==> config.mk <==
export PLATFORM = sky130hd
export DESIGN_NAME = hrp_fifo
export DESIGN_NICKNAME = d
export VERILOG_FILES = /design/src/sv/hrp_pkg.sv /design/src/sv/hrp_fifo.sv
export VERILOG_INCLUDE_DIRS = /design/src /design/src/sv
export SDC_FILE = /design/constraint.sdc
export NUM_CORES = 1
export LEC_CHECK = 0
export ABC_AREA = 0
export BUFFER_PORTS_ARGS = -buffer_cell sky130_fd_sc_hd__buf_2
export CAP_MARGIN = 20
export CORE_MARGIN = 2
export CORE_UTILIZATION = 40
export DETAILED_ROUTE_END_ITERATION = 10
export SKIP_CTS_REPAIR_TIMING = 1
export SYNTH_ARGS = -nofsm -noshare
export SYNTH_HDL_FRONTEND = slang
export SYNTH_SLANG_ARGS = --single-unit
export TNS_END_PERCENT = 1
==> constraint.sdc <==
create_clock -name clk_i -period 7.35 [get_ports clk_i]
set_clock_uncertainty 0.1 [all_clocks]
set_input_delay 0.3675 -clock clk_i [delete_from_list [all_inputs] [get_ports clk_i]]
set_output_delay 0.3675 -clock clk_i [all_outputs]
set_load 0.02 [all_outputs]
==> src/sv/hash_ring_replica_placement_unit_assert.svh <==
// Assertion macros shared by the placement unit.
`ifndef HASH_RING_REPLICA_PLACEMENT_UNIT_ASSERT_SVH
`define HASH_RING_REPLICA_PLACEMENT_UNIT_ASSERT_SVH

// Implication checked at every clock edge outside reset.
`define HRP_ASSERT_IMP(lbl, clk, rstn, a, c) \
  lbl: assert property (@(posedge clk) disable iff (!rstn) (a) |-> (c)) \
    else $error("assertion failed");

// Condition that must never hold outside reset.
`define HRP_ASSERT_NEVER(lbl, clk, rstn, a) \
  lbl: assert property (@(posedge clk) disable iff (!rstn) !(a)) \
    else $error("assertion failed");

`endif

==> src/sv/hrp_pkg.sv <==
package hrp_pkg;

  localparam int unsigned RingDepthDef   = 256;
  localparam int unsigned MaxReplicasDef = 8;

  localparam logic [63:0] HashBasis = 64'hcbf29ce484222325;
  localparam logic [63:0] HashPrime = 64'h00000100000001b3;

  typedef enum logic [1:0] {
    StOk        = 2'd0,
    StCollision = 2'd1,
    StFull      = 2'd2,
    StNoPoint   = 2'd3
  } status_e;

  typedef enum logic {
    CmdInsert = 1'b0,
    CmdMap    = 1'b1
  } cmd_e;

  localparam logic [1:0] RegReplicaCount = 2'd0;

  typedef struct packed {
    logic        cmd;
    logic [63:0] point_hash;
    logic [31:0] point_zone;
    logic [63:0] object_id;
  } in_item_t;

  typedef struct packed {
    logic [31:0] zone_out;
    logic [7:0]  slot_out;
    logic [1:0]  status;
    logic        last;
  } out_item_t;

  // Classified work handed from front to back.
  typedef struct packed {
    logic        is_map;
    logic [63:0] key;     // point hash or object hash
    logic [31:0] zone;
  } job_t;

  typedef enum logic [2:0] {
    FrIdle,
    FrHash,
    FrPush
  } front_state_e;

  typedef enum logic [3:0] {
    BkIdle,
    BkSearch,
    BkSearchWait,
    BkShift,
    BkShiftWait,
    BkWrite,
    BkFirst,
    BkWalk,
    BkWalkWait,
    BkCheck,
    BkDone
  } back_state_e;

endpackage

==> src/sv/hrp_fifo.sv <==
// Two-entry job queue.
module hrp_fifo (
  input  logic          clk_i,
  input  logic          rst_ni,
  input  logic          push_i,
  input  hrp_pkg::job_t data_i,
  input  logic          pop_i,
  output logic          full_o,
  output logic          empty_o,
  output hrp_pkg::job_t data_o
);

  hrp_pkg::job_t mem_q [2];
  logic wp_q, rp_q;
  logic [1:0] cnt_q;

  always_ff @(posedge clk_i or negedge rst_ni) begin
    if (!rst_ni) begin
      wp_q <= 1'b0;
      rp_q <= 1'b0;
      cnt_q <= 2'd0;
    end else begin
      if (push_i) wp_q <= ~wp_q;
      if (pop_i) rp_q <= ~rp_q;
      cnt_q <= cnt_q + {1'b0, push_i} - {1'b0, pop_i};
    end
  end

  always_ff @(posedge clk_i) begin
    if (push_i) mem_q[wp_q] <= data_i;
  end

  assign full_o  = cnt_q == 2'd2;
  assign empty_o = cnt_q == 2'd0;
  assign data_o  = mem_q[rp_q];

  `include "hash_ring_replica_placement_unit_assert.svh"
  `HRP_ASSERT_NEVER(a_no_overflow, clk_i, rst_ni, push_i && full_o)
  `HRP_ASSERT_NEVER(a_no_underflow, clk_i, rst_ni, pop_i && empty_o)
  `HRP_ASSERT_NEVER(a_cnt_range, clk_i, rst_ni, cnt_q == 2'd3)

endmodule

==> impl_metrics.prom <==
# TYPE chip_impl_metric gauge
chip_impl_info{name="status",value="complete, no violations"} 1
chip_impl_metric{name="total_power",unit="mW"} 3.58
chip_impl_metric{name="detailed_placement_wirelength_estimate",unit="µm"} 8650
chip_impl_metric{name="clk_path_buf_depth",unit=""} 2
chip_impl_metric{name="setup_tns",unit="ns"} 0
chip_impl_metric{name="routed_wire_length_per_instance",unit="µm"} 17.2
chip_impl_metric{name="die_height",unit="µm"} 139
chip_impl_info{name="main_area_contributors_after_synthesis",value="sky130_fd_sc_hd__edfxtp_1 80%, sky130_fd_sc_hd__mux2_2 12%, sky130_fd_sc_hd__mux2_4 4.1%, sky130_fd_sc_hd__dfrtp_1 1.4%, sky130_fd_sc_hd__buf_6 0.62%"} 1
chip_impl_metric{name="numClockSinks",unit=""} 198
chip_impl_metric{name="antenna_found_initial",unit=""} 5
chip_impl_metric{name="first_pass_iters",unit=""} 4
chip_impl_metric{name="max-cap-violations",unit=""} 0
chip_impl_info{name="hold_class",value="input pin to flip-flop"} 1
chip_impl_info{name="synth_commonest_cells",value="194 x sky130_fd_sc_hd__edfxtp_1, 77 x sky130_fd_sc_hd__mux2_2, 20 x sky130_fd_sc_hd__mux2_4"} 1
chip_impl_info{name="synth-main-ff-cell",value="sky130_fd_sc_hd__edfxtp_1"} 1
chip_impl_metric{name="post_drt_via_cell_ratio",unit=""} 4.72
chip_impl_metric{name="grt_first_pass_wirelength",unit="µm"} 20400
chip_impl_metric{name="core",unit="µm²"} 17900
chip_impl_metric{name="critical_path.n_buffers_inverters",unit=""} 2
chip_impl_metric{name="final.min_clock_period",unit="ns"} 3.17
chip_impl_metric{name="first_global_vias",unit=""} 3983
chip_impl_metric{name="path_clk_slew",unit="ns"} 0.07
chip_impl_info{name="timing.critical_path.slowest_stage_cell",value="sky130_fd_sc_hd__dfrtp_4"} 1
chip_impl_metric{name="congestion_overflow_gr",unit=""} 0
chip_impl_metric{name="synthAdderAreaFrac",unit="%"} 0.344
chip_impl_metric{name="yosysTopAreaCellShare",unit="%"} 80.1
chip_impl_metric{name="cellLeakagePower",unit="nW"} 3.46
chip_impl_metric{name="cts-htree-levels",unit=""} 4
chip_impl_metric{name="syn-num-nets",unit=""} 420
chip_impl_metric{name="avgSynthCellArea",unit="µm²"} 22.9
chip_impl_metric{name="power_density",unit="nW/µm²"} 395
chip_impl_metric{name="cts_inserted_buffers",unit=""} 17
chip_impl_metric{name="post-route-drc-count",unit=""} 0
chip_impl_metric{name="die_width",unit="µm"} 139
chip_impl_metric{name="synth_enable_flop_cells",unit=""} 194
chip_impl_metric{name="die_area",unit="µm²"} 19300
chip_impl_metric{name="yosysWarningCount",unit=""} 0
chip_impl_metric{name="peakVddDrop",unit="µV"} 199
chip_impl_info{name="path_delay_family",value="flip-flops"} 1
chip_impl_metric{name="syn-instance-count",unit=""} 317
chip_impl_metric{name="post_synth_and_or_nand_nor_area_fraction",unit="%"} 0.310
chip_impl_metric{name="layout.cells.non_filler",unit=""} 773
chip_impl_metric{name="synthMuxAreaShare",unit="%"} 16.1
chip_impl_metric{name="final_max_slew_viol_count",unit=""} 0
chip_impl_metric{name="cp.arrival",unit="ns"} 2.70
chip_impl_info{name="largest_family_of_logic_cells_by_synthesized_area",value="multiplexers"} 1
chip_impl_metric{name="globalplace.congestion",unit=""} 0.724
chip_impl_metric{name="netlist-cell-type-count",unit=""} 13
chip_impl_info{name="setup.worst_path.end_class",value="output pin"} 1
chip_impl_metric{name="detailedRoute.firstIterationViolations",unit=""} 123
chip_impl_info{name="timing_worst_setup_path_type",value="flip-flop to output pin"} 1
chip_impl_metric{name="synthArstFlopShare",unit="%"} 2.02
chip_impl_metric{name="seq_area_frac_synth",unit="%"} 81.5
chip_impl_metric{name="critical_path_peak_fanout",unit=""} 56
chip_impl_metric{name="floorplan.initialDensity",unit="%"} 40.6
chip_impl_info{name="clk_root_buffer_cell",value="sky130_fd_sc_hd__clkbuf_16"} 1
chip_impl_metric{name="grt_start_max_net_pins",unit=""} 57
chip_impl_metric{name="route.antenna.remaining_nets",unit=""} 0
chip_impl_metric{name="crit_required",unit="ns"} 6.88
chip_impl_metric{name="setup-violations-final",unit=""} 0
chip_impl_metric{name="grtUsageTotal",unit="%"} 13.9
chip_impl_metric{name="timing.fmax",unit="MHz"} 316
chip_impl_metric{name="synth_xor_xnor_area_share",unit="%"} 0.568
chip_impl_metric{name="ioPinCount",unit=""} 200
chip_impl_metric{name="port_buffers",unit=""} 199
chip_impl_metric{name="final_core_utilization",unit="%"} 50.7
chip_impl_info{name="tritoncts_clock_tree",value="built"} 1
chip_impl_info{name="cp_cell_sequence",value="buf_4 > mux2_2 > buf_2"} 1
chip_impl_metric{name="syn2layout_area_growth",unit="%"} 24.8
chip_impl_info{name="cell_with_the_most_instances_after_synthesis",value="sky130_fd_sc_hd__edfxtp_1"} 1
chip_impl_metric{name="post_synthesis_compound_gate_area_fraction",unit="%"} 0
chip_impl_metric{name="fin_crit_sh",unit="%"} 43.1
chip_impl_metric{name="route.final.wire_length",unit="µm"} 13300
chip_impl_metric{name="place_inst",unit=""} 738
chip_impl_info{name="synth_top_area_cell",value="sky130_fd_sc_hd__edfxtp_1"} 1
chip_impl_metric{name="worstSkewPairLatency",unit="ns"} 0.42
chip_impl_metric{name="routed-via-count",unit=""} 3646
chip_impl_metric{name="worst_slew_margin",unit="%"} 48.5
chip_impl_metric{name="number_of_synthesized_register_bits",unit=""} 198
chip_impl_metric{name="net_count_reported_at_finish",unit=""} 632
chip_impl_metric{name="hold_viol_final",unit=""} 0
chip_impl_metric{name="worstMarginPinSlew",unit="ns"} 0.773
chip_impl_info{name="setup.worst_path.start_class",value="flip-flop"} 1
chip_impl_metric{name="floorplan.rows",unit=""} 49
chip_impl_metric{name="max_stage_delay",unit="ns"} 0.88
chip_impl_metric{name="layout-drive-gt1-share",unit="%"} 61.0
chip_impl_metric{name="synth.cell_area",unit="µm²"} 7270
chip_impl_info{name="rsz0062_at_grt",value="no"} 1
==> worst paths after layout <==
| kind | from | to | slack, ns | cells after the start |
|---|---|---|---|---|
| min in group asynchronous | rst_ni | cnt_q[1] | 0.19 | 2 |
| min reg2reg | wp_q | wp_q | 0.45 | 1 |
| max reg2reg | wp_q | mem_q[1][48] | 5.10 | 2 |
| max in group asynchronous | rst_ni | rp_q | 6.81 | 2 |
| min | data_i[30] | mem_q[0][30] | 0.03 | 1 |
| max | rp_q | data_o[64] | 4.18 | 3 |
==> placed cells by master (no fill, tap or decap), types with 3 or more instances in the layout <==
master,n
sky130_fd_sc_hd__buf_2,199
sky130_fd_sc_hd__edfxtp_1,194
sky130_fd_sc_hd__mux2_2,77
sky130_fd_sc_hd__mux2_4,20
sky130_fd_sc_hd__clkbuf_16,17
sky130_fd_sc_hd__clkinvlp_4,4
sky130_fd_sc_hd__buf_4,4
sky130_fd_sc_hd__diode_2,3
sky130_fd_sc_hd__clkbuf_1,3
sky130_fd_sc_hd__inv_6,3
sky130_fd_sc_hd__dfrtp_1,3
==> sequential cells by signal, summed over array words and instances, names as in the netlist <==
register	count
rp_q	1
cnt_q	2
wp_q	1
mem_q	194
==> cell families (layout without fill, tap and decap cells) <==
family,after synthesis,in the layout
mux,97,97
buf+inv,13,237
other cells,0,3
fa+ha+maj,2,2
flops,198,198
xor+xnor,3,3
simple gates,4,4
==> area by class of cell <==
class,instances,area (µm²)
timing repair buffer,204,1040
inverter,2,7.51
multi-input combinational,106,1270
clock buffer,20,437
tap,229,287
clock inverter,11,100
antenna,3,7.51
sequential,198,5930
fill,1525,8830
==> where the power goes <==
group	switching (mW)	total [mW]	internal, mW
logic	0.656	1.13	0.470
clock network	0.385	0.851	0.466
registers	0.103	1.60	1.50
total	1.14	3.58	2.44
==> stage by stage <==
stage / hold slack (ns) / cell area, µm² / worst slack [ns]
after global placement: 0.0809 / 8520 / 4.61
after global routing: 0.00733 / 9060 / 4.04
after floorplan: -0.0281 / 7270 / 1.99
after CTS: -0.372 / 9050 / 4.13
after detailed placement: 0.0872 / 8520 / 4.59
final: 0.0315 / 9070 / 4.18
==> worst register-to-register path, stage by stage (launching register included) <==
cell                      delay (ns)
sky130_fd_sc_hd__dfrtp_1        0.42
sky130_fd_sc_hd__and2_4         0.59
sky130_fd_sc_hd__buf_4          0.74
==> per-layer routing <==
| metal | vias up | part of all wire, % | GRT usage [%] |
|---|---|---|---|
| li1 | 1690 | - | - |
| met5 | - | 0.23 | 0 |
| met2 | 128 | 51 | 23.3 |
| met4 | 4 | 1.0 | 5.32 |
| met1 | 1809 | 40 | 15.5 |
| met3 | 15 | 8.1 | 6.32 |
No activity file was read; power rests on OpenSTA's default activity.
