`src/sv/hash_ring_replica_placement_unit_assert.svh`:
```
// Assertion macros shared by the placement unit.
`ifndef HASH_RING_REPLICA_PLACEMENT_UNIT_ASSERT_SVH
`define HASH_RING_REPLICA_PLACEMENT_UNIT_ASSERT_SVH

// Implication checked at every clock edge outside reset.
`define HRP_ASSERT_IMP(lbl, clk, rstn, a, c) \
  lbl: assert property (@(posedge clk) disable iff (!rstn) (a) |-> (c)) \
    else $error("assertion failed");

// Condition that must never hold outside reset.
`define HRP_ASSERT_NEVER(lbl, clk, rstn, a) \
  lbl: assert property (@(posedge clk) disable iff (!rstn) !(a)) \
    else $error("assertion failed");

`endif

```
`src/sv/hrp_pkg.sv`:
```
package hrp_pkg;

  localparam int unsigned RingDepthDef   = 256;
  localparam int unsigned MaxReplicasDef = 8;

  localparam logic [63:0] HashBasis = 64'hcbf29ce484222325;
  localparam logic [63:0] HashPrime = 64'h00000100000001b3;

  typedef enum logic [1:0] {
    StOk        = 2'd0,
    StCollision = 2'd1,
    StFull      = 2'd2,
    StNoPoint   = 2'd3
  } status_e;

  typedef enum logic {
    CmdInsert = 1'b0,
    CmdMap    = 1'b1
  } cmd_e;

  localparam logic [1:0] RegReplicaCount = 2'd0;

  typedef struct packed {
    logic        cmd;
    logic [63:0] point_hash;
    logic [31:0] point_zone;
    logic [63:0] object_id;
  } in_item_t;

  typedef struct packed {
    logic [31:0] zone_out;
    logic [7:0]  slot_out;
    logic [1:0]  status;
    logic        last;
  } out_item_t;

  // Classified work handed from front to back.
  typedef struct packed {
    logic        is_map;
    logic [63:0] key;     // point hash or object hash
    logic [31:0] zone;
  } job_t;

  typedef enum logic [2:0] {
    FrIdle,
    FrHash,
    FrPush
  } front_state_e;

  typedef enum logic [3:0] {
    BkIdle,
    BkSearch,
    BkSearchWait,
    BkShift,
    BkShiftWait,
    BkWrite,
    BkFirst,
    BkWalk,
    BkWalkWait,
    BkCheck,
    BkDone
  } back_state_e;

endpackage

```
`src/sv/hrp_front.sv`:
```
// Front: accepts items, hashes object ids one byte per step (16 steps).
module hrp_front (
  input  logic              clk_i,
  input  logic              rst_ni,
  input  logic              start_i,
  input  hrp_pkg::in_item_t item_i,
  input  logic              fifo_full_i,
  output logic              busy_o,
  output logic              push_o,
  output hrp_pkg::job_t     job_o
);

  hrp_pkg::front_state_e state_q, state_d;
  logic [63:0] h_q, h_d;
  logic [63:0] v_q, v_d;
  logic [3:0]  step_q, step_d;
  hrp_pkg::job_t job_q, job_d;
  logic [63:0] mixed;

  assign mixed = (h_q ^ {56'd0, v_q[7:0]}) * hrp_pkg::HashPrime;

  always_comb begin
    state_d = state_q;
    case (state_q)
      hrp_pkg::FrIdle: begin
        if (start_i) begin
          state_d = (item_i.cmd == hrp_pkg::CmdMap) ? hrp_pkg::FrHash : hrp_pkg::FrPush;
        end
      end
      hrp_pkg::FrHash: if (step_q == 4'd15) state_d = hrp_pkg::FrPush;
      hrp_pkg::FrPush: if (!fifo_full_i) state_d = hrp_pkg::FrIdle;
      default: state_d = hrp_pkg::FrIdle;
    endcase
  end

  always_comb begin
    h_d = h_q;
    v_d = v_q;
    step_d = step_q;
    job_d = job_q;
    case (state_q)
      hrp_pkg::FrIdle: begin
        h_d = hrp_pkg::HashBasis;
        v_d = item_i.object_id;
        step_d = 4'd0;
        job_d.is_map = item_i.cmd;
        job_d.key = item_i.point_hash;
        job_d.zone = item_i.point_zone;
      end
      hrp_pkg::FrHash: begin
        h_d = mixed;
        step_d = step_q + 4'd1;
        // after the first pass the seed and the data are both its result
        v_d = (step_q == 4'd7) ? mixed : {8'd0, v_q[63:8]};
        if (step_q == 4'd15) job_d.key = mixed;
      end
      default: ;
    endcase
  end

  always_ff @(posedge clk_i or negedge rst_ni) begin
    if (!rst_ni) begin
      state_q <= hrp_pkg::FrIdle;
      step_q <= 4'd0;
    end else begin
      state_q <= state_d;
      step_q <= step_d;
    end
  end

  always_ff @(posedge clk_i) begin
    h_q <= h_d;
    v_q <= v_d;
    job_q <= job_d;
  end

  assign busy_o = (state_q != hrp_pkg::FrIdle);
  assign push_o = (state_q == hrp_pkg::FrPush) && !fifo_full_i;
  assign job_o  = job_q;

  `include "hash_ring_replica_placement_unit_assert.svh"
  `HRP_ASSERT_IMP(a_push_from_push, clk_i, rst_ni, push_o, state_q == hrp_pkg::FrPush)
  `HRP_ASSERT_IMP(a_step_idle, clk_i, rst_ni, state_q == hrp_pkg::FrHash && step_q == 4'd15,
    state_d == hrp_pkg::FrPush)
  `HRP_ASSERT_IMP(a_hash_next, clk_i, rst_ni, state_q == hrp_pkg::FrIdle && start_i &&
    item_i.cmd == hrp_pkg::CmdMap, state_d == hrp_pkg::FrHash)

endmodule

```
`config.mk`:
```
export PLATFORM = sky130hd
export DESIGN_NAME = hrp_front
export DESIGN_NICKNAME = d
export VERILOG_FILES = /design/src/sv/hrp_pkg.sv /design/src/sv/hrp_front.sv
export VERILOG_INCLUDE_DIRS = /design/src /design/src/sv
export SDC_FILE = /design/constraint.sdc
export NUM_CORES = 1
export LEC_CHECK = 0
export BUFFER_PORTS_ARGS = -buffer_cell sky130_fd_sc_hd__buf_2
export CORE_AREA = 2 2 237 239
export CTS_BUF_LIST = sky130_fd_sc_hd__clkbuf_8
export CTS_CLUSTER_SIZE = 24
export DETAILED_ROUTE_END_ITERATION = 16
export DIE_AREA = 0 0 239 241
export GPL_ROUTABILITY_DRIVEN = 0
export PLACE_DENSITY_LB_ADDON = 0.08
export SYNTH_ARGS = -nofsm -noshare
export SYNTH_HDL_FRONTEND = slang
export SYNTH_SLANG_ARGS = --single-unit
```
`constraint.sdc`:
```
create_clock -name clk_i -period 6.15 [get_ports clk_i]
set_input_delay 0.9225 -clock clk_i [delete_from_list [all_inputs] [get_ports clk_i]]
set_output_delay 0.9225 -clock clk_i [all_outputs]
set_load 0.05 [all_outputs]
```
==> results of run 1 <==
-- sequential cells by signal, indices dropped and copies added (netlist names) --
name     cells
step_q       4
v_q         64
state_q      2
job_o       97
h_q         64
-- cells in the final DEF (no fill, tap or decap), types with 19 or more instances in the layout --
cell and n:
nand2_2 19, a21oi_1 61, clkbuf_8 46, buf_6 76, inv_1 541, edfxtp_1 225
o21ai_2 30, xnor2_1 20, a21oi_2 33, ha_1 351, a21o_1 58, nor2_1 67
fa_1 227, buf_4 379, ha_4 57, o21a_1 25, o21ai_1 26, nand2_1 149
buf_2 263, o21ai_0 35
-- cell usage after synthesis, types with 3 or more instances --
| library cell | number |
|---|---|
| nor2b_1 | 8 |
| nand3b_1 | 3 |
| and2_1 | 10 |
| nor3_1 | 18 |
| a22o_1 | 3 |
| nand2_1 | 171 |
| nand2b_1 | 11 |
| o221ai_1 | 3 |
| edfxtp_1 | 225 |
| nor4_1 | 5 |
| o31ai_1 | 9 |
| and3_1 | 15 |
| nor2_1 | 98 |
| nand3_1 | 19 |
| fa_1 | 244 |
| dfrtp_1 | 6 |
| o211ai_1 | 18 |
| a221o_1 | 5 |
| nand4_1 | 17 |
| a211oi_1 | 10 |
| o21ai_1 | 26 |
| mux2i_1 | 5 |
| o21ai_0 | 70 |
| o21bai_1 | 12 |
| o21a_1 | 26 |
| o22ai_1 | 3 |
| ha_1 | 420 |
| buf_2 | 3 |
| clkbuf_1 | 61 |
| inv_1 | 550 |
| a21o_1 | 58 |
| buf_1 | 6 |
| xnor2_1 | 45 |
| a211o_1 | 3 |
| xor2_1 | 36 |
| a31oi_1 | 20 |
| or3_1 | 5 |
| or2_2 | 3 |
| a21oi_1 | 103 |
-- kinds of logic after synthesis --
kind of cell	count (synthesis)	share of synthesized area
flops	231	0.282
compound gates	398	0.107
buf+inv	620	0.0952
xor+xnor	81	0.0290
mux	7	0.00296
fa+ha+maj	664	0.414
simple gates	388	0.0703
-- layout make-up --
| type | count | area (um2) | share of cell area |
|---|---|---|---|
| Sequential cell | 231 | 6910 | 0.206 |
| Inverter | 550 | 2070 | 0.0617 |
| Clock buffer | 46 | 633 | 0.0189 |
| Timing Repair Buffer | 722 | 5100 | 0.152 |
| Multi-Input combinational cell | 1538 | 17700 | 0.528 |
| Tap cell | 704 | 881 | 0.0263 |
| Antenna cell | 1 | 2.50 | 0.0000747 |
| Clock inverter | 35 | 236 | 0.00706 |
-- stage by stage --
stage	cell area [um2]	setup TNS (ps)	instances	hold WS (ps)	util
3_3_place_gp	29200	-50030	3636	499	0.532
6_report	33500	-30820	3827	98.3	0.611
5_1_grt	33500	-49830	3827	75.0	0.611
4_1_cts	31800	-36680	3776	50.5	0.579
3_5_place_dp	29200	-58130	3636	529	0.532
2_1_floorplan	24600	0	2389	479	-
-- metal layers --
| layer | track usage | vias to the layer above | share of wire |
|---|---|---|---|
| li1 | - | 9301 | - |
| met1 | 0.385 | 9877 | 0.45 |
| met2 | 0.440 | 632 | 0.46 |
| met3 | 0.0446 | 144 | 0.062 |
| met4 | 0.0830 | 6 | 0.031 |
| met5 | 0 | - | 0.00045 |
-- worst paths after layout --
path                            startpoint         end  slack, ps  cells past startpoint
worst max-delay path                h_q[7]     v_q[61]       -520                     29
worst min-delay path                rst_ni  state_q[0]        100                      1
worst max register to register      h_q[7]     v_q[61]       -520                     29
worst min register to register   step_q[1]   step_q[1]        540                      2
max in group asynchronous           rst_ni   step_q[0]       5900                      1
min in group clk_i              item_i[93]   job_o[29]        450                      1
-- worst register-to-register path, delay by kind of cell, from the launching register on --
| family | cells | cell delay (ps) |
|---|---|---|
| DFF | 1 | 410 |
| buffers and inverters | 10 | 1080 |
| adders and majority gates | 9 | 3150 |
| xor gates and xnor gates | 2 | 340 |
| and+or+nand+nor | 1 | 150 |
| AOI/OAI and AO/OA | 7 | 1250 |
-- what timing repair did --
| item | 4_1_cts | 5_1_grt |
|---|---|---|
| setup buffers | 64 | 63 |
| endpoints found under the setup margin | 138 | 141 |
| resized for setup | 236 | 280 |
| pin swaps | 125 | 155 |
==> impl_results.md, run 1 <==
* Dpl ws at -1080 ps
* DRC errors left at 0
* Layout Nets at 3918
* Crit path kind: reg -> reg
* Root Buffer: clkbuf_8
* Pins Over Slew Limit at 0
* Seq/Total Area, Yosys at 0.282
* CP Capture Type: register
* Routed Antenna Nets at 0
* Most used DFF post-synth: edfxtp_1
* CTS Buf Count at 46
* GRT Overall Usage at 0.275
* Critical path's top delay family: adder cells
* CP max stage delay at 520 ps
* CTS Hold Bufs at 0
* Filler instances at roughly 4700
* Die Area at approximately 58000 um2
* Worst Clk Skew at between 20 and 30 ps
* Final worst path period share at 1.08
* Net Count, Synth at 3218
* Die Span Y at 241 um
* Final setup vio count at around 110
* First-pass GRT wire length at 120000 um
* Clk_lat worst skew at 650 ps
* Most used cell, CP: fa_1
* Status: complete, but fails checks
* Number of library cell types mapped by synthesis at 67
* Post-synth EDFFs at ~230
* Antenna violations before repair at 4
* Post-layout worst setup margin at -520 ps
* Post-DP HPWL at about 62000 um
* Share of cells above drive strength 1 at 0.362
* Fmax at 150 MHz
* Vias per inst at 5.22
* RSZ-0062 raised after global routing: true
* Clock sink count at 231
* H-tree depth at 2
* Detailed-route wire length per cell at 20.7 um
* CTS tree: built
* MaxCap Viol Count at 0
* Initial Util at 0.446
* Worst Path Arrival at 7040 ps
* Cell taking the most area after synthesis: edfxtp_1
* Minimum clock period at around 6700 ps
* Final Hold Vio Count at 0
* Relative slew margins at 0.202
* Synth top area cells: edfxtp_1 (28%), ha_1 (21%), fa_1 (20%), inv_1 (8.4%), nand2_1 (2.6%)
* HP Class: in -> async
* Mapped Cells at 2389
* Yosys top cell area share at 0.276
* DR pass1 iterations at 8
* CTS Buffer Depth at 3
* GR Overflow Total at 0
* DIE WIDTH at ~240 um
* Area growth syn-to-layout at 36.9%
* Iter 0 DRT Violations at approximately 1500
* Post-synth ARST share at 0.0260
* Vias in the first global route at 20800
* Site Rows at 86
* Mean area per synthesized cell at 10.3 um2
* Worst-margin pin slew at 1200 ps
* CTS clock-pin slew for the worst setup and hold paths at 60 ps
* CP max-delay cell: fa_1
* DRT Wirelength at 79300 um
* Crit Path Max Fanout at 4
* Failing checks: negative setup slack
* Yosys reg bits at 231
* Yosys Warn Count at 0
* WP data required at ~6500 ps
* Vias at 20000
* Cell area after synthesis at around 24000 um2
* Number of buffers and inverters on the critical path at 10
* I/O pin count at between 200 and 300
* Port-buffer cells at 263
* Core Area at 54900 um2
* Crit start category: register
* Pin count of the biggest net entering global routing at 88
Power of run 1 is not shown: default switching activity piles up to over one toggle a cycle in this logic, so the estimate is an artifact.
==> inputs of run 2 (changes only) <==
Settings changed: ABC_CLOCK_PERIOD_IN_PS set to 6150, SKIP_CTS_REPAIR_TIMING set to 1.
==> run 2 against run 1 <==
Net effect: the flow still finishes with violations (negative setup slack); sequential share of layout area rose by 0.36 points; clock skew fell by 0.63 ps; global-route usage fell by 0.55 points; fmax fell by 3.3%; final cell count fell by 0.55%; worst hold slack got worse by 1.2 ps.
==> impl_results.md, run 2 (synthesized netlist as in run 1, its figures left out) <==
* CTS Buffer Depth at 3 (unchanged)
* Vias per inst at 5.20 (-0.27%)
* Worst Clk Skew at 26.5 ps (-0.632 ps)
* Antenna violations before repair at 4 (unchanged)
* Detailed-route wire length per cell at 20.5 um (-0.84%)
* Final worst path period share at 1.12 (+0.0373)
* Crit Path Max Fanout at 6 (+2)
* Die Span Y at 241 um (unchanged)
* Post-layout worst setup margin at -750 ps (-229 ps)
* Utilization after layout at 0.600 (-0.0104)
* Die Area at 57600 um2 (unchanged)
* Placed Area at 29200 um2 (unchanged)
* Dpl ws at -1080 ps (unchanged)
* Root Buffer: clkbuf_8
* WP data required at 6540 ps (+20 ps)
* Clock sink count at 231 (unchanged)
* GR Overflow Total at 0 (unchanged)
* DRT Wirelength at 78200 um (-1.4%)
* Share of cells above drive strength 1 at 0.345 (-0.0163)
* CTS tree: built
* CTS clock-pin slew for the worst setup and hold paths at 60 ps (about the same)
* Failing checks: negative setup slack
* Initial Util at 0.446 (unchanged)
* Minimum clock period at 6900 ps (+229 ps)
* GRT Overall Usage at 0.269 (-0.00546)
* Worst-margin pin slew at 1210 ps (+9.39 ps)
* Worst Path Arrival at 7290 ps (+250 ps)
* HP Class: in -> async
* Vias in the first global route at 20300 (-2.6%)
* Max reg flops at 97 (unchanged)
* Filler instances at 4738 (+1.7%)
* RSZ-0062 raised after global routing: true
* Area growth syn-to-layout at 34.5%
* Final Hold Vio Count at 0 (unchanged)
* DIE WIDTH at 239 um (unchanged)
* H-tree depth at 2 (unchanged)
* Layout Nets at 3897 (-0.54%)
* Vias at 19800 (-0.82%)
* Most common cell after layout, fill and taps aside: inv_1
* CTS Buf Count at 46 (unchanged)
* Crit path kind: reg -> reg
* CP Capture Type: register
* Fmax at 145 MHz (-3.3%)
* First-pass GRT wire length at 117000 um (-2.0%)
* Clk_lat worst skew at 650 ps (about the same)
* Relative slew margins at 0.195 (-0.00627)
* Pins Over Slew Limit at 0 (unchanged)
* Cell area after layout at 32900 um2 (-1.7%)
* Final setup vio count at 101 (-6.5%)
* Iter 0 DRT Violations at 1301 (-14%)
* DR pass1 iterations at 6 (-2)
* Site Rows at 86 (unchanged)
* DRC errors left at 0 (unchanged)
* Port-buffer cells at 263 (unchanged)
* MaxCap Viol Count at 0 (unchanged)
* Status: complete, but fails checks
* Routed Antenna Nets at 0 (unchanged)
* Core Area at 54900 um2 (unchanged)
* I/O pin count at 264 (unchanged)
* Crit start category: register
* Pin count of the biggest net entering global routing at 88 (unchanged)
* Post-DP HPWL at 62400 um (unchanged)
* Most frequent cells in the layout: inv_1 (545), buf_4 (368), ha_1 (361)
run 2: critical path: stages, from the launching register on:
cell and delay, ps:
edfxtp_1 410, xor2_2 310, ha_1 310, ha_2 200
fa_2 460, fa_1 510, inv_2 40, fa_1 480
inv_1 40, ha_1 260, ha_1 270, inv_1 50
fa_1 510, inv_2 50, ha_4 290, nand4_1 150
a211oi_2 250, a21oi_2 130, a2111oi_4 500, buf_4 230
o2111a_2 280, o221ai_4 150, a211o_1 350, mux2i_2 280
nand3_1 110
run 2: through the flow:
step                std cells  setup TNS [ps]  hold slack [ps]
floorplan                2389               0              479
global placement         3636          -50030              499
detailed placement       3636          -58130              529
CTS                      3717          -63460             50.5
global route             3806          -57320             75.0
finish                   3806          -36980             97.0
run 2: path summary, 6_finish.rpt:
path                             from         end  slack [ps]  depth (start not counted)
setup / recovery               v_q[7]     v_q[55]        -750                         24
hold / removal                 rst_ni  state_q[0]         100                          1
setup reg to reg               v_q[7]     v_q[55]        -750                         24
hold reg to reg             step_q[1]   step_q[1]         540                          2
max in group asynchronous      rst_ni   step_q[0]        5900                          1
min in group clk_i         item_i[93]   job_o[29]         450                          1
run 2: area by class of cell:
cell class,instances,area [um2],share of cell area
Antenna cell,1,2.50,0.0000760
Multi-Input combinational cell,1538,17300,0.526
Sequential cell,231,6910,0.210
Clock inverter,35,236,0.00718
Clock buffer,46,633,0.0192
Tap cell,704,881,0.0267
Inverter,550,2070,0.0628
Timing Repair Buffer,701,4890,0.149
run 2: routing by layer:
layer,vias up,global-route usage,wire (um)
li1,9259,-,-
met1,9797,0.384,35100
met2,602,0.427,35800
met3,133,0.0397,4900
met4,6,0.0777,2380
met5,-,0,36
Power of run 2 is left out for the same reason.
==> inputs of run 3 (changes only) <==
Settings changed: BUFFER_PORTS_ARGS -buffer_cell sky130_fd_sc_hd__buf_2 to not set, DONT_BUFFER_PORTS set to 1.
==> run 3 against run 2 <==
Net effect: the flow still finishes with violations (negative setup slack); largest cell class unchanged; cell area down 3.8%; fmax up 3.5%; core utilization down 2.3 points; highest routed layer unchanged; critical endpoint is now v_q[45].
==> impl_results.md, run 3 (synthesized netlist as in run 1, its figures left out) <==
* Minimum clock period at 6670 ps (-232 ps)
* Critical path endpoint: v_q[45]
* Port-buffer cells at 0 (-100%)
* Post-layout worst setup margin at -518 ps (+232 ps)
* WP data required at 6510 ps (-30 ps)
* Pin count of the biggest net entering global routing at 80 (-9.1%)
* I/O pin count at 264 (unchanged)
* GR Overflow Total at 0 (unchanged)
* GRT Overall Usage at 0.260 (-0.00909)
* Clk_lat worst skew at 670 ps (+20 ps)
* Antenna violations before repair at 4 (unchanged)
* Site Rows at 86 (unchanged)
* RR Startpoint: v_q[5]
* Utilization after layout at 0.578 (-0.0226)
* DR pass1 iterations at 7 (+1)
* Die Area at 57600 um2 (unchanged)
* Final setup vio count at 97 (-4.0%)
* Reg2reg path depth at 27 (+13%)
* Detailed-route wire length per cell at 21.2 um (+3.3%)
* CTS clock-pin slew for the worst setup and hold paths at 70 ps (about the same)
* DRC errors left at 0 (unchanged)
* Final Hold Vio Count at 0 (unchanged)
* First-pass GRT wire length at 112000 um (-4.0%)
* Post-DP HPWL at 60300 um (-3.4%)
* Final worst path period share at 1.08 (-0.0378)
* Crit path kind: reg -> reg
* RSZ-0062 raised after global routing: true
* Cell area after layout at 31700 um2 (-3.8%)
* Max reg flops at 97 (unchanged)
* Status: complete, but fails checks
* Vias in the first global route at 19100 (-5.8%)
* Worst Path Arrival at 7030 ps (-260 ps)
* CTS Buf Count at 43 (-6.5%)
* Pins Over Slew Limit at 0 (unchanged)
* Routed Antenna Nets at 0 (unchanged)
* MaxCap Viol Count at 0 (unchanged)
* Vias per inst at 5.22 (+0.39%)
* Crit start category: register
* Root Buffer: clkbuf_8
* Placed Area at 27900 um2 (-4.5%)
* Die Span Y at 241 um (unchanged)
* Most common cell after layout, fill and taps aside: inv_1
* Failing checks: negative setup slack
* Iter 0 DRT Violations at 1076 (-17%)
* Vias at 18600 (-6.3%)
* Area growth syn-to-layout at 29.4%
* Share of cells above drive strength 1 at 0.292 (-0.0531)
* Crit Path Max Fanout at 3 (-3)
* Clock sink count at 231 (unchanged)
* Reg2reg setup slack at -520 ps (+230 ps)
* DIE WIDTH at 239 um (unchanged)
* Worst-margin pin slew at 1200 ps (-10.2 ps)
* CTS tree: built
* CP Capture Type: register
* Relative slew margins at 0.202 (+0.00678)
* FF-to-FF End: v_q[45]
* DRT Wirelength at 75400 um (-3.5%)
* HP Class: in -> reg
* Core Area at 54900 um2 (unchanged)
* CTS Buffer Depth at 3 (unchanged)
* Layout Nets at 3642 (-6.5%)
* Critical path startpoint: v_q[5]
* Worst Clk Skew at 49.1 ps (+22.7 ps)
* Initial Util at 0.446 (unchanged)
* Most frequent cells in the layout: inv_1 (518), buf_4 (399), ha_1 (342)
* H-tree depth at 2 (unchanged)
* Fmax at 150 MHz (+3.5%)
-- run 3: cell count changes in the layout (fill, tap and decap cells not counted), sizes merged --
cell	delta
diode	+1
dlygate4sd3	+1
clkinv	+4
clkbuf	-3
inv	-6
buf	-253
bufinv	+4
clkinvlp	-1
-- run 3: worst min-delay path by stage --
| stage | start | to | slack, ps | depth (start not counted) |
|---|---|---|---|---|
| global route | item_i[66] | job_o[2] | 350 | 0 |
| detailed placement | step_q[1] | step_q[1] | 520 | 2 |
| finish | item_i[90] | job_o[26] | 390 | 0 |
| CTS | rst_ni | state_q[0] | -70 | 0 |
| global placement | step_q[1] | step_q[1] | 500 | 2 |
| floorplan | step_q[1] | step_q[1] | 480 | 2 |
-- run 3: worst max-delay path: stages (launching register included) --
cell	delay (ps)
edfxtp_1	470
xor2_2	220
ha_1	300
ha_2	190
fa_1	470
fa_1	500
inv_1	50
fa_1	470
inv_1	40
ha_1	260
ha_1	270
inv_1	40
fa_1	510
inv_2	50
ha_4	260
nand4_1	140
a211oi_2	260
a21oi_2	130
a2111oi_4	420
buf_4	190
buf_4	100
buf_6	90
or2_4	130
a21oi_4	70
o311ai_4	290
xnor2_1	170
buf_4	210
o21ai_2	60
-- run 3: through the flow --
stage | setup TNS, ps | cells | setup slack (ps) | hold WS [ps]
6_report | -25050 | 3553 | -518 | 388
5_1_grt | -48910 | 3551 | -744 | 346
4_1_cts | -58270 | 3449 | -956 | -69.0
3_5_place_dp | -52190 | 3370 | -927 | 519
3_3_place_gp | -46970 | 3370 | -874 | 501
2_1_floorplan | 0 | 2389 | 5.70 | 479
-- run 3: cell type report --
cell class / instances / area, um2
diodes: 2 / 5.00
clock buffers: 43 / 592
clock inverters: 36 / 349
fillers: 4784 / 23200
inverters: 550 / 2070
multi-input cells: 1538 / 17300
flip-flops and latches: 231 / 6910
well taps: 704 / 881
repair buffers: 449 / 3580
-- run 3: metal layers --
metal | share of wire | up-vias | routed length (um) | track usage
met5 | 0.00033 | - | 25 | 0
met2 | 0.46 | 509 | 34900 | 0.411
li1 | - | 8746 | - | -
met3 | 0.062 | 98 | 4680 | 0.0511
met1 | 0.45 | 9196 | 33900 | 0.367
met4 | 0.025 | 4 | 1880 | 0.0672
Power of run 3 is left out for the same reason.
